### config.mk
export PLATFORM = sky130hd
export DESIGN_NAME = velocity_ramp_point_mover
export DESIGN_NICKNAME = d
export VERILOG_FILES = /design/src/rtl/vrpm_pkg.sv /design/src/rtl/velocity_ramp_point_mover.sv /design/src/rtl/vrpm_mul.sv /design/src/rtl/vrpm_div.sv
export VERILOG_INCLUDE_DIRS = /design/src /design/src/rtl
export SDC_FILE = /design/constraint.sdc
export NUM_CORES = 1
export LEC_CHECK = 0
export ABC_CLOCK_PERIOD_IN_PS = 13400
export BUFFER_PORTS_ARGS = -buffer_cell sky130_fd_sc_hd__buf_2
export CAP_MARGIN = 20
export CORE_ASPECT_RATIO = 0.5
export CORE_UTILIZATION = 35
export DETAILED_ROUTE_END_ITERATION = 7
export PLACE_DENSITY = 0.5
export SLEW_MARGIN = 15
export SYNTH_ARGS = -nofsm -noshare
export SYNTH_HDL_FRONTEND = slang
export SYNTH_SLANG_ARGS = --single-unit
### constraint.sdc
create_clock -name clk_i -period 13.4 [get_ports clk_i]
set_clock_uncertainty 0.05 [all_clocks]
set_input_delay 1.34 -clock clk_i [delete_from_list [all_inputs] [get_ports clk_i]]
set_output_delay 1.34 -clock clk_i [all_outputs]
set_load 0.05 [all_outputs]
### src/rtl/velocity_ramp_point_mover_assert.svh
// Assertion macros for the point mover
`ifndef VELOCITY_RAMP_POINT_MOVER_ASSERT_SVH
`define VELOCITY_RAMP_POINT_MOVER_ASSERT_SVH

`ifndef SYNTHESIS
`define VRPM_ASSERT(lbl, prop) \
  lbl: assert property (@(posedge clk_i) disable iff (!rst_ni) prop) \
    else $error("vrpm assertion failed");
`define VRPM_ASSERT_IMPL(lbl, pre, post) \
  lbl: assert property (@(posedge clk_i) disable iff (!rst_ni) (pre) |-> (post)) \
    else $error("vrpm implication failed");
`else
`define VRPM_ASSERT(lbl, prop)
`define VRPM_ASSERT_IMPL(lbl, pre, post)
`endif

`endif

### src/rtl/vrpm_pkg.sv
package vrpm_pkg;

  localparam int unsigned COORD_BITS = 16;
  localparam int unsigned SPEED_W    = 16;
  localparam int unsigned CNT_W      = $clog2(SPEED_W);
  localparam int unsigned DELTA_W    = COORD_BITS + 1;
  localparam int unsigned MUL_B_W    = (COORD_BITS > SPEED_W + 1) ? COORD_BITS : SPEED_W + 1;
  localparam int unsigned PROD_W     = SPEED_W + MUL_B_W;
  localparam int unsigned NUM_W      = PROD_W + 1;
  localparam int unsigned BRAKE_W    = 2 * SPEED_W;
  localparam int unsigned CMP_W      = (COORD_BITS > BRAKE_W + 1) ? COORD_BITS : BRAKE_W + 1;
  localparam int unsigned SUM_W      =
      ((COORD_BITS > SPEED_W + 1) ? COORD_BITS : SPEED_W + 1) + 1;

  localparam logic [SPEED_W-1:0] SPEED_MAX = '1;

  typedef struct packed {
    logic signed [COORD_BITS-1:0] current_x;
    logic signed [COORD_BITS-1:0] current_y;
    logic signed [COORD_BITS-1:0] goal_x;
    logic signed [COORD_BITS-1:0] goal_y;
  } vrpm_in_t;

  typedef struct packed {
    logic signed [COORD_BITS-1:0] next_x;
    logic signed [COORD_BITS-1:0] next_y;
  } vrpm_out_t;

  typedef enum logic [2:0] {
    ST_IDLE,
    ST_PREP,
    ST_BRAKE,
    ST_UPDATE,
    ST_MULT,
    ST_NUMER,
    ST_DIV,
    ST_DONE
  } vrpm_state_e;

endpackage

### src/rtl/velocity_ramp_point_mover.sv
// Channel  Handshake               Payload
// in       in_valid_i / in_ready_o  in_data_i  (current_x, current_y, goal_x, goal_y)
// out      out_valid_o / out_ready_i out_data_o (next_x, next_y)
//
// Each accepted transaction runs three bit-serial passes on narrow datapaths (brake
// product, minor product, minor quotient) between its control states; in_ready_o returns
// in the same cycle as the new result appears in the output register.
// One transaction is in flight at a time; in_ready_o is high only when idle.
// A finished result waits in the output register while the next transaction is taken;
// the next result stalls until that register has been emptied by out_ready_i.
// Reset clears speed to zero and empties the output register.
module velocity_ramp_point_mover (
  input  logic                clk_i,
  input  logic                rst_ni,
  input  logic                in_valid_i,
  output logic                in_ready_o,
  input  vrpm_pkg::vrpm_in_t  in_data_i,
  output logic                out_valid_o,
  input  logic                out_ready_i,
  output vrpm_pkg::vrpm_out_t out_data_o
);
  import vrpm_pkg::*;

  `include "velocity_ramp_point_mover_assert.svh"

  vrpm_state_e            state_q, state_d;
  vrpm_in_t               in_q;
  logic [SPEED_W-1:0]     speed_q, speed_d;
  logic                   major_x_q, maj_neg_q, min_neg_q, min_nz_q, has_major_q;
  logic [COORD_BITS-1:0]  maj_mag_q, min_mag_q;
  vrpm_out_t              out_q, out_d;
  logic                   out_valid_q, out_valid_d;

  logic signed [DELTA_W-1:0] dx, dy;
  logic [COORD_BITS-1:0]     ax, ay;
  logic                      pick_x;

  logic                  mul_start, mul_done;
  logic [SPEED_W-1:0]    mul_a;
  logic [MUL_B_W-1:0]    mul_b;
  logic [PROD_W-1:0]     mul_prod;
  logic                  div_start, div_done;
  logic [NUM_W-1:0]      div_num, prod_ext, half_ext;
  logic [SPEED_W-1:0]    div_quo;

  logic [BRAKE_W-1:0]    brake;
  logic [CMP_W-1:0]      dist_ext, brake_ext, thresh_ext;
  logic                  do_inc, do_dec;

  logic signed [SUM_W-1:0] step_s, minor_s, maj_sum, min_sum;
  logic [COORD_BITS-1:0]   maj_sat, min_sat;
  logic                    load_out;

  function automatic logic [COORD_BITS-1:0] sat_coord(input logic signed [SUM_W-1:0] v);
    logic signed [SUM_W-1:0] hi;
    logic signed [SUM_W-1:0] lo;
    hi = $signed({{(SUM_W-COORD_BITS+1){1'b0}}, {(COORD_BITS-1){1'b1}}});
    lo = -hi - SUM_W'(1);
    if (v > hi) begin
      return hi[COORD_BITS-1:0];
    end else if (v < lo) begin
      return lo[COORD_BITS-1:0];
    end
    return v[COORD_BITS-1:0];
  endfunction

  // deltas and magnitudes
  always_comb begin
    dx = $signed({in_q.goal_x[COORD_BITS-1], in_q.goal_x})
       - $signed({in_q.current_x[COORD_BITS-1], in_q.current_x});
    dy = $signed({in_q.goal_y[COORD_BITS-1], in_q.goal_y})
       - $signed({in_q.current_y[COORD_BITS-1], in_q.current_y});
    ax = dx[COORD_BITS] ? COORD_BITS'(-dx) : COORD_BITS'(dx);
    ay = dy[COORD_BITS] ? COORD_BITS'(-dy) : COORD_BITS'(dy);
    pick_x = ax > ay;
  end

  // speed ramp decision
  always_comb begin
    brake      = mul_prod[BRAKE_W:1];
    dist_ext   = CMP_W'(maj_mag_q);
    brake_ext  = CMP_W'(brake);
    thresh_ext = brake_ext + CMP_W'(speed_q);
    do_inc     = dist_ext > thresh_ext;
    do_dec     = dist_ext < brake_ext;
  end

  // minor numerator |V*B +/- floor(A/2)|
  always_comb begin
    prod_ext = NUM_W'(mul_prod);
    half_ext = NUM_W'(maj_mag_q >> 1);
    if (!min_neg_q) begin
      div_num = prod_ext + half_ext;
    end else if (prod_ext >= half_ext) begin
      div_num = prod_ext - half_ext;
    end else begin
      div_num = half_ext - prod_ext;
    end
  end

  // result assembly
  always_comb begin
    step_s  = $signed(SUM_W'(speed_q));
    if (!has_major_q) begin
      step_s = '0;
    end else if (maj_neg_q) begin
      step_s = -step_s;
    end
    minor_s = $signed(SUM_W'(div_quo));
    if (!min_nz_q) begin
      minor_s = '0;
    end else if (min_neg_q) begin
      minor_s = -minor_s;
    end
    if (major_x_q) begin
      maj_sum = $signed(SUM_W'(in_q.current_x)) + step_s;
      min_sum = $signed(SUM_W'(in_q.current_y)) + minor_s;
    end else begin
      maj_sum = $signed(SUM_W'(in_q.current_y)) + step_s;
      min_sum = $signed(SUM_W'(in_q.current_x)) + minor_s;
    end
    maj_sat = sat_coord(maj_sum);
    min_sat = sat_coord(min_sum);
    out_d.next_x = major_x_q ? maj_sat : min_sat;
    out_d.next_y = major_x_q ? min_sat : maj_sat;
  end

  always_comb begin
    state_d     = state_q;
    speed_d     = speed_q;
    mul_start   = 1'b0;
    mul_a       = speed_q;
    mul_b       = MUL_B_W'(speed_q) + MUL_B_W'(1);
    div_start   = 1'b0;
    load_out    = 1'b0;
    in_ready_o  = 1'b0;
    out_valid_d = out_valid_q && !out_ready_i;
    case (state_q)
      ST_IDLE: begin
        in_ready_o = 1'b1;
        if (in_valid_i) begin
          state_d = ST_PREP;
        end
      end
      ST_PREP: begin
        mul_start = 1'b1;
        state_d   = ST_BRAKE;
      end
      ST_BRAKE: begin
        if (mul_done) begin
          state_d = ST_UPDATE;
        end
      end
      ST_UPDATE: begin
        if (do_inc && speed_q != SPEED_MAX) begin
          speed_d = speed_q + SPEED_W'(1);
        end else if (do_dec && speed_q != '0) begin
          speed_d = speed_q - SPEED_W'(1);
        end
        mul_start = 1'b1;
        mul_a     = speed_d;
        mul_b     = MUL_B_W'(min_mag_q);
        state_d   = ST_MULT;
      end
      ST_MULT: begin
        if (mul_done) begin
          state_d = ST_NUMER;
        end
      end
      ST_NUMER: begin
        div_start = 1'b1;
        state_d   = ST_DIV;
      end
      ST_DIV: begin
        if (div_done) begin
          state_d = ST_DONE;
        end
      end
      ST_DONE: begin
        if (!out_valid_q || out_ready_i) begin
          load_out    = 1'b1;
          out_valid_d = 1'b1;
          state_d     = ST_IDLE;
        end
      end
      default: begin
        state_d = ST_IDLE;
      end
    endcase
  end

  always_ff @(posedge clk_i or negedge rst_ni) begin
    if (!rst_ni) begin
      state_q     <= ST_IDLE;
      speed_q     <= '0;
      out_valid_q <= 1'b0;
    end else begin
      state_q     <= state_d;
      speed_q     <= speed_d;
      out_valid_q <= out_valid_d;
    end
  end

  always_ff @(posedge clk_i) begin
    if (in_valid_i && in_ready_o) begin
      in_q <= in_data_i;
    end
    if (state_q == ST_PREP) begin
      major_x_q   <= pick_x;
      maj_mag_q   <= pick_x ? ax : ay;
      min_mag_q   <= pick_x ? ay : ax;
      maj_neg_q   <= pick_x ? dx[COORD_BITS] : dy[COORD_BITS];
      min_neg_q   <= pick_x ? dy[COORD_BITS] : dx[COORD_BITS];
      min_nz_q    <= (pick_x ? ay : ax) != '0;
      has_major_q <= (pick_x ? ax : ay) != '0;
    end
    if (load_out) begin
      out_q <= out_d;
    end
  end

  vrpm_mul u_mul (
    .clk_i   (clk_i),
    .rst_ni  (rst_ni),
    .start_i (mul_start),
    .a_i     (mul_a),
    .b_i     (mul_b),
    .done_o  (mul_done),
    .prod_o  (mul_prod)
  );

  vrpm_div u_div (
    .clk_i   (clk_i),
    .rst_ni  (rst_ni),
    .start_i (div_start),
    .num_i   (div_num),
    .den_i   (maj_mag_q),
    .done_o  (div_done),
    .quo_o   (div_quo)
  );

  assign out_valid_o = out_valid_q;
  assign out_data_o  = out_q;

  `VRPM_ASSERT(a_speed_moves_by_one, (speed_q != $past(speed_q)) |-> ((speed_q == $past(speed_q) + SPEED_W'(1)) || (speed_q == $past(speed_q) - SPEED_W'(1))))
  `VRPM_ASSERT(a_speed_only_in_update, (speed_q != $past(speed_q)) |-> ($past(state_q) == ST_UPDATE))
  `VRPM_ASSERT(a_result_from_done, $rose(out_valid_q) |-> ($past(state_q) == ST_DONE))
  `VRPM_ASSERT_IMPL(a_mul_done_awaited, mul_done, (state_q == ST_BRAKE || state_q == ST_MULT))
  `VRPM_ASSERT_IMPL(a_div_done_awaited, div_done, state_q == ST_DIV)

endmodule

### src/rtl/vrpm_mul.sv
module vrpm_mul (
  input  logic                          clk_i,
  input  logic                          rst_ni,
  input  logic                          start_i,
  input  logic [vrpm_pkg::SPEED_W-1:0]  a_i,
  input  logic [vrpm_pkg::MUL_B_W-1:0]  b_i,
  output logic                          done_o,
  output logic [vrpm_pkg::PROD_W-1:0]   prod_o
);
  import vrpm_pkg::*;

  logic                busy_q, busy_d;
  logic                done_q, done_d;
  logic [CNT_W-1:0]    cnt_q, cnt_d;
  logic [PROD_W-1:0]   acc_q, acc_d;
  logic [MUL_B_W-1:0]  b_q, b_d;
  logic [MUL_B_W:0]    sum;

  // shift-add, one multiplier bit per cycle
  always_comb begin
    sum    = {1'b0, acc_q[PROD_W-1 -: MUL_B_W]} + (acc_q[0] ? {1'b0, b_q} : '0);
    busy_d = busy_q;
    done_d = 1'b0;
    cnt_d  = cnt_q;
    acc_d  = acc_q;
    b_d    = b_q;
    if (start_i) begin
      busy_d = 1'b1;
      cnt_d  = '0;
      acc_d  = {{MUL_B_W{1'b0}}, a_i};
      b_d    = b_i;
    end else if (busy_q) begin
      acc_d = {sum, acc_q[SPEED_W-1:1]};
      cnt_d = cnt_q + CNT_W'(1);
      if (cnt_q == CNT_W'(SPEED_W - 1)) begin
        busy_d = 1'b0;
        done_d = 1'b1;
      end
    end
  end

  always_ff @(posedge clk_i or negedge rst_ni) begin
    if (!rst_ni) begin
      busy_q <= 1'b0;
      done_q <= 1'b0;
      cnt_q  <= '0;
    end else begin
      busy_q <= busy_d;
      done_q <= done_d;
      cnt_q  <= cnt_d;
    end
  end

  always_ff @(posedge clk_i) begin
    acc_q <= acc_d;
    b_q   <= b_d;
  end

  assign done_o = done_q;
  assign prod_o = acc_q;

endmodule

### src/rtl/vrpm_div.sv
module vrpm_div (
  input  logic                            clk_i,
  input  logic                            rst_ni,
  input  logic                            start_i,
  input  logic [vrpm_pkg::NUM_W-1:0]      num_i,
  input  logic [vrpm_pkg::COORD_BITS-1:0] den_i,
  output logic                            done_o,
  output logic [vrpm_pkg::SPEED_W-1:0]    quo_o
);
  import vrpm_pkg::*;

  logic                   busy_q, busy_d;
  logic                   done_q, done_d;
  logic [CNT_W-1:0]       cnt_q, cnt_d;
  logic [COORD_BITS-1:0]  rem_q, rem_d;
  logic [COORD_BITS-1:0]  den_q, den_d;
  logic [SPEED_W-1:0]     sh_q, sh_d;
  logic [COORD_BITS:0]    trial;
  logic [COORD_BITS+1:0]  diff;
  logic                   ge;

  // restoring division, one quotient bit per cycle; quotient fits SPEED_W bits
  always_comb begin
    trial  = {rem_q, sh_q[SPEED_W-1]};
    diff   = {1'b0, trial} - {2'b00, den_q};
    ge     = ~diff[COORD_BITS+1];
    busy_d = busy_q;
    done_d = 1'b0;
    cnt_d  = cnt_q;
    rem_d  = rem_q;
    den_d  = den_q;
    sh_d   = sh_q;
    if (start_i) begin
      busy_d = 1'b1;
      cnt_d  = '0;
      rem_d  = num_i[SPEED_W +: COORD_BITS];
      sh_d   = num_i[SPEED_W-1:0];
      den_d  = den_i;
    end else if (busy_q) begin
      rem_d = ge ? diff[COORD_BITS-1:0] : trial[COORD_BITS-1:0];
      sh_d  = {sh_q[SPEED_W-2:0], ge};
      cnt_d = cnt_q + CNT_W'(1);
      if (cnt_q == CNT_W'(SPEED_W - 1)) begin
        busy_d = 1'b0;
        done_d = 1'b1;
      end
    end
  end

  always_ff @(posedge clk_i or negedge rst_ni) begin
    if (!rst_ni) begin
      busy_q <= 1'b0;
      done_q <= 1'b0;
      cnt_q  <= '0;
    end else begin
      busy_q <= busy_d;
      done_q <= done_d;
      cnt_q  <= cnt_d;
    end
  end

  always_ff @(posedge clk_i) begin
    rem_q <= rem_d;
    den_q <= den_d;
    sh_q  <= sh_d;
  end

  assign done_o = done_q;
  assign quo_o  = sh_q;

endmodule

==> impl_metrics.tcl <==
set metrics [dict create \
    worstPathRequired_ns 13.70 \
    yosys.area.top_type "edfxtp_1" \
    path_clk_slew_ns 0.06 \
    core_um2 63400 \
    post-dp-hpwl_mm 57.1 \
    synthCells 2535 \
    synth-seq-area-share 0.335 \
    fillCellCount 6407 \
    finalSetupTns_ns 0 \
    p_per_area_nw_per_um2 270 \
    setup_viol_count_final 0 \
    ant_nets 0 \
    whs_path_depth 2 \
    grt_antenna_before_repair 0 \
    wl_per_cell_um 21.3 \
    cts_buffers 29 \
    grt_pass1_wl_mm 112 \
    area_growth_pct 10.1 \
    clk_latency_ns 0.61 \
    ys.flop_type "edfxtp_1" \
    synth.most_common_cell "nand2_1" \
    via_count 18900 \
    yosys-top-cells-area "edfxtp_1 (28%), ha_1 (12%), xnor2_1 (4.8%), nand2_1 (3.9%), o21ai_0 (3.6%)" \
    fmax_mhz 135 \
    path_class "flop to flop" \
    grt_pass1_vias 18000 \
    die_y_um 182 \
    placed_area_um2 23800 \
    power_mw 6.72 \
    synthMuxAreaShare 0.0359 \
    max_slew_margin 0.286 \
    drv_cap 0 \
    grt_max_degree 73 \
    async_flop_share 0.122 \
    synth_commonest_cells "nand2_1 (237), edfxtp_1 (214), ha_1 (214), nor2_1 (169), inv_1 (165)" \
    syn_area_um2 22600 \
    critPathCaptureType "flop" \
    gr-usage-all-layers 0.221 \
    fp.dieW_um 361 \
    cts_tree "yes" \
    synth_xor_area_frac 0.0741 \
    cts-resized-gates 0 \
    portBuffers 101 \
    synth_edf_count 214 \
    die_area_um2 65600 \
    min_period_ns 7.39 \
    numClockSinks 263 \
    overflow 0 \
    ys_types 88 \
    finalCritPeriodShare 0.552 \
    cts_hold_buf 0 \
    worst_ir_drop_vdd_mv 0.108 \
    worstPathMaxFanout 28 \
    synth-simple-area-share 0.180 \
    avgSynthCellArea_um2 8.90 \
    synth_fa_ha_area_frac 0.128 \
    status "completed" \
    num_rows 65 \
    via_per_inst 5.53 \
    hold_viol_final 0 \
    drv_slew 0 \
    gp_congestion 0.905 \
    finalCoreUtilization 0.392 \
    dr.pass1.iters 5 \
    drive_gt1_frac 0.0919 \
    start_kind "flop" \
    synth.net_count 2827 \
    synth_seq_cells 263 \
    synth-compound-area-share 0.199 \
    htreeDepth 1 \
    cts-root-buf "clkbuf_16" \
    rr_worst_depth 24 \
    tightest_slew_ns 1.06 \
    ios 102 \
    leakage_nw 10.3 \
    wirelength_mm 73.0 \
    drc 0 \
    cts_setup_buffers 0 \
    holdWs_ns 0.500 \
    hold_path.class "flop to flop" \
    final_nets 2860 \
    fin_area_um2 24800 \
    clockBufferDepth 3 \
    start_util 0.356 \
    synth_top_cell_area_share 0.285 \
    num_antenna_cells 0 \
    initialDrtViolationCount 1593 \
    crit_arrival_ns 7.69 \
    synth_top_family_by_area "compound AO/OA/AOI/OAI gates" \
    rsz0062_at_grt "false" \
    ys.warnings.count 0 \
]
-- power breakdown --
group | switching (mW) | leakage (nW) | total, mW | internal, mW
logic | 2.58 | 7.25 | 4.17 | 1.59
clock network | 0.369 | 0.489 | 0.864 | 0.495
registers | 0.384 | 2.53 | 1.68 | 1.30
total | 3.33 | 10.3 | 6.72 | 3.39
-- placed cells by master, fill, tap and decap left out, drive strengths merged, types with 57 or more instances in the layout --
cell type and n:
buf 116, nor2 170, and2 63, inv 170
ha 214, nand3 57, xor2 68, o21ai 163
edfxtp 214, nand2 237, xnor2 123, a21oi 153
-- cell type report --
cell class / instances / area, um2 / area share
timing repair buffer: 116 / 646 / 0.0260
clock inverter: 23 / 260 / 0.0105
tap: 837 / 1050 / 0.0422
clock buffer: 31 / 733 / 0.0295
inverter: 169 / 634 / 0.0255
sequential: 263 / 7570 / 0.305
multi-input combinational: 1989 / 13900 / 0.562
-- cells by family after synthesis --
group           after synthesis
buf+inv                     283
fa+ha+maj                   224
flops                       263
xor+xnor                    191
mux                          78
simple gates                813
compound gates              683
-- routing by layer --
layer / vias up / routed length, um / global-route usage / part of all wire
li1: 9334 / - / - / -
met1: 9084 / 36500 / 0.327 / 0.50
met2: 464 / 31700 / 0.347 / 0.43
met3: 66 / 3460 / 0.0248 / 0.047
met4: 0 / 1340 / 0.0407 / 0.018
met5: - / 0 / 0 / 0
-- critical path: stages, from the launching register on --
cell       delay [ns]
edfxtp_1         0.43
inv_1            0.11
ha_1             0.23
nand2b_1         0.13
a21oi_1          0.08
a2111oi_0        0.64
xor2_1           0.53
nor3b_1          0.57
nand4_1          0.27
a221o_1          0.42
xnor2_1          0.28
inv_1            0.09
ha_1             0.30
nand4_1          0.10
nor2_1           0.04
nand3_1          0.07
o21ai_0          0.06
or2_2            0.54
inv_2            0.50
nand2_1          0.12
o22ai_1          0.20
o221ai_1         0.15
or4b_2           0.64
nand3b_1         0.17
or4_4            0.41
-- through the flow --
step                      std cells  setup WS, ns
final                          3428          6.01
after global routing           3428          5.65
after CTS                      3425          6.17
after detailed placement       3371          6.18
after global placement         3371          6.29
after floorplan                2535          7.09
-- state kept, by name (all words and copies together) (netlist names), 3 cells and up --
| name | flops |
|---|---|
| u_div.quo_o | 16 |
| state_q | 3 |
| u_mul.prod_o | 33 |
| in_q | 64 |
| u_div.cnt_q | 4 |
| u_mul.cnt_q | 4 |
| u_div.den_q | 16 |
| min_mag_q | 16 |
| u_div.rem_q | 16 |
| maj_mag_q | 16 |
| speed_q | 16 |
| u_mul.b_q | 17 |
| out_data_o | 32 |
-- path summary, 6_finish.rpt --
path / start / end / slack (ns)
worst min register to register: u_div.cnt_q[3]$_DFFE_PN0P_ / u_div.cnt_q[3]$_DFFE_PN0P_ / 0.50
max in group asynchronous: rst_ni / state_q[1]$_DFFE_PN0P_ / 11.92
worst min-delay path: u_div.cnt_q[3]$_DFFE_PN0P_ / u_div.cnt_q[3]$_DFFE_PN0P_ / 0.50
min in group asynchronous: rst_ni / u_div.cnt_q[1]$_DFFE_PN0P_ / 0.82
worst max-delay path: in_q[33]$_DFFE_PP_ / min_nz_q$_DFFE_PP_ / 6.01
worst max register to register: in_q[33]$_DFFE_PP_ / min_nz_q$_DFFE_PP_ / 6.01
(Power assumes the default switching activity.)
